--- config.mk ---
export PLATFORM = sky130hd
export DESIGN_NAME = kih_front_flat
export DESIGN_NICKNAME = d
export VERILOG_FILES = /design/src/kih_pkg.sv /design/src/kih_if.sv /design/src/kih_front.sv /design/src/flat_wrapper.sv
export SDC_FILE = /design/constraint.sdc
export NUM_CORES = 1
export LEC_CHECK = 0
export ABC_AREA = 1
export BUFFER_PORTS_ARGS = -buffer_cell sky130_fd_sc_hd__buf_2
export CAP_MARGIN = 20
export CORE_MARGIN = 2
export CORE_UTILIZATION = 52
export CTS_CLUSTER_SIZE = 28
export DETAILED_ROUTE_END_ITERATION = 16
export PLACE_DENSITY = 0.79
export SLEW_MARGIN = 5
export SYNTH_ARGS = -nofsm -noshare
export SYNTH_HDL_FRONTEND = slang
export SYNTH_SLANG_ARGS = --single-unit
--- constraint.sdc ---
create_clock -name i_clk -period 10.75 [get_ports i_clk]
set_input_delay 1.075 -clock i_clk [delete_from_list [all_inputs] [get_ports i_clk]]
set_output_delay 1.075 -clock i_clk [all_outputs]
set_load 0.02 [all_outputs]
--- src/kih_pkg.sv ---
// Package for the keyed index with hit tracking.
// Operation codes, command and result types shared by all modules.
package kih_pkg;

    localparam int KEY_W  = 64;
    localparam int ADDR_W = 32;
    localparam int HINT_W = 16;
    localparam int CNT_W  = 32;
    localparam logic [7:0] HIST_TOP = 8'h80;

    typedef enum logic [2:0] {
        OP_LOOKUP  = 3'd0,
        OP_PEEK    = 3'd1,
        OP_INSERT  = 3'd2,
        OP_REMOVE  = 3'd3,
        OP_REM_IF  = 3'd4,
        OP_REPL_IF = 3'd5,
        OP_CLEAR   = 3'd6,
        OP_NONE    = 3'd7
    } t_op;

    typedef enum logic [2:0] {
        ST_IDLE,
        ST_CLEAR,
        ST_SCAN,
        ST_WAIT,
        ST_WRITE,
        ST_DONE
    } t_state;

    typedef struct packed {
        logic [2:0]        kind;
        logic [KEY_W-1:0]  key;
        logic [ADDR_W-1:0] address;
        logic [HINT_W-1:0] size_hint;
        logic [ADDR_W-1:0] old_address;
    } t_cmd;

    typedef struct packed {
        logic              found;
        logic [ADDR_W-1:0] rec_address;
        logic [HINT_W-1:0] rec_size_hint;
        logic [7:0]        rec_current_hits;
        logic [7:0]        rec_extra;
        logic              matched;
        logic              tracked_removal;
        logic [7:0]        removed_hits_estimate;
        logic              table_full;
        logic [CNT_W-1:0]  unaccessed_count;
    } t_res;

    function automatic logic [7:0] sat_inc8(input logic [7:0] v);
        return (v == 8'hFF) ? v : v + 8'd1;
    endfunction

    function automatic logic [3:0] pop8(input logic [7:0] v);
        logic [3:0] n;
        n = '0;
        for (int i = 0; i < 8; i++) n = n + {3'd0, v[i]};
        return n;
    endfunction

endpackage

--- src/kih_if.sv ---
// Valid/ready channel interfaces for commands and results.
// Depends on kih_pkg.
interface kih_cmd_if;
    logic            valid;
    logic            ready;
    kih_pkg::t_cmd   payload;
    modport source (output valid, output payload, input ready);
    modport sink   (input valid, input payload, output ready);
endinterface


--- src/kih_front.sv ---
// Front end: accepts commands and queues them in a two-entry FIFO.
// Depends on kih_pkg and kih_if.
module kih_front (
    input  logic              i_clk,
    input  logic              i_rst_n,
    kih_cmd_if.sink           s_in,
    output logic              o_q_valid,
    output kih_pkg::t_cmd     o_q_cmd,
    input  logic              i_q_pop
);
    import kih_pkg::*;

    t_cmd       r_mem [2];
    logic       r_wp, r_rp;
    logic [1:0] r_cnt;
    logic       push;

    assign s_in.ready = (r_cnt != 2'd2);
    assign push       = s_in.valid && s_in.ready;
    assign o_q_valid  = (r_cnt != 2'd0);
    assign o_q_cmd    = r_mem[r_rp];

    always_ff @(posedge i_clk) begin
        if (push) r_mem[r_wp] <= s_in.payload;
        if (!i_rst_n) begin
            r_wp  <= 1'b0;
            r_rp  <= 1'b0;
            r_cnt <= 2'd0;
        end else begin
            if (push) r_wp <= ~r_wp;
            if (i_q_pop) r_rp <= ~r_rp;
            r_cnt <= r_cnt + {1'b0, push} - {1'b0, i_q_pop};
        end
    end
endmodule

--- src/flat_wrapper.sv ---
// flat-port wrapper written by rule: the top's interface ports become plain ports
module kih_front_flat import kih_pkg::*;
  (i_clk, i_rst_n, o_q_valid, o_q_cmd, i_q_pop, s_in_valid, s_in_payload, s_in_ready);
  kih_cmd_if s_in_i ();
  input  logic i_clk;
  input  logic i_rst_n;
  output logic o_q_valid;
  output kih_pkg::t_cmd o_q_cmd;
  input  logic i_q_pop;
  input wire logic [$bits(s_in_i.valid)-1:0] s_in_valid;
  input wire logic [$bits(s_in_i.payload)-1:0] s_in_payload;
  output wire logic [$bits(s_in_i.ready)-1:0] s_in_ready;
  assign s_in_i.valid = s_in_valid;
  assign s_in_i.payload = s_in_payload;
  assign s_in_ready = s_in_i.ready;
  kih_front u_core (.i_clk(i_clk), .i_rst_n(i_rst_n), .s_in(s_in_i), .o_q_valid(o_q_valid), .o_q_cmd(o_q_cmd), .i_q_pop(i_q_pop));
endmodule
==> flow_metrics.env <==
export IMPL_status="finished clean"
export IMPL_synth_seq_area_share_pct=82.11
export IMPL_cp_data_required_time_ns=9.68
export IMPL_avgSynthCellArea_um2=22.28
export IMPL_synth_xor_area_share_pct=0.08054
export IMPL_fin_nets=958
export IMPL_critical_path_class="register to output pin"
export IMPL_grt_pass1_wl_um=29840
export IMPL_cts_buffer_depth=3
export IMPL_grt_usage_pct=17.42
export IMPL_grt_max_degree=80
export IMPL_synth_cell_types=13
export IMPL_fin_tns_setup_ns=0
export IMPL_grt_pass1_vias=5760
export IMPL_synth_top_family_by_area="multiplexers"
export IMPL_hold_class="register to register"
export IMPL_dieArea_um2=22080
export IMPL_ctsResizeCount=0
export IMPL_cts_sinks=299
export IMPL_drive_gt1_share_pct=59.71
export IMPL_netlist_area_um2=10870
export IMPL_root_buffer="clkbuf_16"
export IMPL_start_util_pct=53.40
export IMPL_areaGrowthSynthToFinish_pct=23.45
export IMPL_path_max_fanout=77
export IMPL_place_congestion=0.7445
export IMPL_die_w_um=148.6
export IMPL_power_density_nw_per_um2=200.8
export IMPL_cts_buffers=29
export IMPL_slew_headroom_pct=28.36
export IMPL_coreArea_um2=20360
export IMPL_hold_viol_final=0
export IMPL_cap_violations=0
export IMPL_ant_nets=0
export IMPL_drt_iter0_markers=266
export IMPL_wl_um=20150
export IMPL_synth_compound_area_share_pct=0.04602
export IMPL_min_period_ns=4.145
export IMPL_vias_per_cell=5.022
export IMPL_end_kind="output pin"
export IMPL_antenna_found_initial=2
export IMPL_worst_pin_slew_ns=1.075
export IMPL_insertion_delay_ns=0.52
export IMPL_fin_skew_ns=0.01284
export IMPL_final_common_cell="buf_2"
export IMPL_cp_start_kind="register"
export IMPL_synthAdderAreaFrac_pct=0.1151
export IMPL_wl_per_cell_um=18.40
export IMPL_setup_viol=0
export IMPL_rsz0062_at_grt="false"
export IMPL_p_leak_nw=5.026
export IMPL_drv_slew=0
export IMPL_clk_pin_slew_ns=0.06
export IMPL_ys_warn_count=0
export IMPL_synth_mux_area_share_pct=15.22
export IMPL_drt_first_pass_iters=5
export IMPL_period_share_pct=38.55
export IMPL_die_h_um=148.6
export IMPL_final_cell_mix="buf_2 (299), edfxtp_1 (294), mux2_2 (147)"
export IMPL_fmax_ghz=0.2413
export IMPL_synth_nets=640
export IMPL_cts_tree="built"
export IMPL_ir_drop_uv=167.3
export IMPL_drc=0
export IMPL_fillCellCount=1404
export IMPL_grt_overflow=0
export IMPL_final_util_pct=65.92
export IMPL_dp_hpwl_um=12870
export IMPL_num_vias=5499
export IMPL_pin_count=300
export IMPL_synth_simple_area_share_pct=0.6904
export IMPL_syn_inst=488
export IMPL_std_cell_rows=52
export IMPL_arrival_ns=3.07
export IMPL_cts_max_level=1
export IMPL_post_cts_setup_buffers=0
export IMPL_placement_io_buffers=299
export IMPL_cts_hold_buf=0
export IMPL_ys_ff_latch=299
-- cells in the mapped netlist, drive strengths merged --
| cell | n | area, um^2 |
|---|---|---|
| edfxtp | 294 | 8828 |
| mux2 | 147 | 1655 |
| buf | 16 | 173.9 |
| nand2 | 9 | 33.78 |
| nor2 | 8 | 30.03 |
| dfxtp | 5 | 100.1 |
| inv | 4 | 15.01 |
| a21oi | 1 | 5.000 |
| ha | 1 | 12.51 |
| nand3 | 1 | 5.000 |
| or2 | 1 | 6.260 |
| xnor2 | 1 | 8.760 |
-- power by group --
group / switching (mW) / internal (mW) / leakage [nW]
Combinational: 0.223 / 0.134 / 1.83
Sequential: 0.0306 / 1.40 / 2.78
Clock: 0.392 / 0.511 / 0.419
-- per-layer routing --
metal,track usage (%),part of all wire [%],vias up
met3,5.951,9.8,43
met5,0,0.055,-
met2,30.72,51,232
li1,-,-,2574
met1,19.85,36,2648
met4,6.095,2.9,2
-- state kept, by name, summed over array words and instances, names as in the netlist, named ones only --
signal and count:
u_core.r_mem 294, u_core.r_cnt 2, u_core.r_wp 1, u_core.r_rp 1
-- worst paths after layout --
path,from,to,slack [ns],cells past startpoint
min,u_core.r_rp,register,0.51,2
max,register,o_q_cmd[130],6.61,3
max reg2reg,u_core.r_cnt[0],u_core.r_mem[1][24],8.11,7
min reg2reg,u_core.r_rp,register,0.51,2
-- layout make-up --
cell class                 instances  area, um^2  share of cell area (%)
antenna                            1       2.502                 0.01864
clock buffer                      32       737.0                   5.490
clock inverter                    17       103.9                  0.7736
inverter                           4       20.02                  0.1491
multi-input combinational        169        1764                   13.14
sequential                       299        8932                   66.54
tap                              270       337.8                   2.517
timing repair buffer             303        1526                   11.37
-- through the flow --
| step | std cells | area, um^2 | power (mW) | hold WS [ns] | setup WS, ns |
|---|---|---|---|---|---|
| finish | 1095 | 13420 | 2.695 | 0.5123 | 6.605 |
| detailed placement | 1045 | 12580 | 1.819 | 0.4912 | 7.102 |
| global route | 1095 | 13420 | 2.795 | 0.5551 | 6.407 |
| global placement | 1045 | 12580 | 1.810 | 0.4718 | 7.089 |
| CTS | 1094 | 13420 | 2.724 | 0.5178 | 6.538 |
| floorplan | 488 | 10870 | 1.702 | 0.4635 | 2.829 |
-- critical path, cell delays in order, from the launching register on --
cell and delay (ns):
dfxtp_4 1.01, buf_4 0.88, mux2_2 0.43, buf_2 0.16
-- logic make-up (layout without fill, tap and decap cells) --
| kind of cell | count (synthesis) | count (layout) |
|---|---|---|
| AOI/OAI and AO/OA | 1 | 1 |
| xor gates and xnor gates | 1 | 1 |
| adders and majority gates | 1 | 1 |
| buffers and inverters | 20 | 356 |
| DFF | 299 | 299 |
| muxes | 147 | 147 |
| other | 0 | 1 |
| and+or+nand+nor | 19 | 19 |
Power figures use the tool's default switching activity.
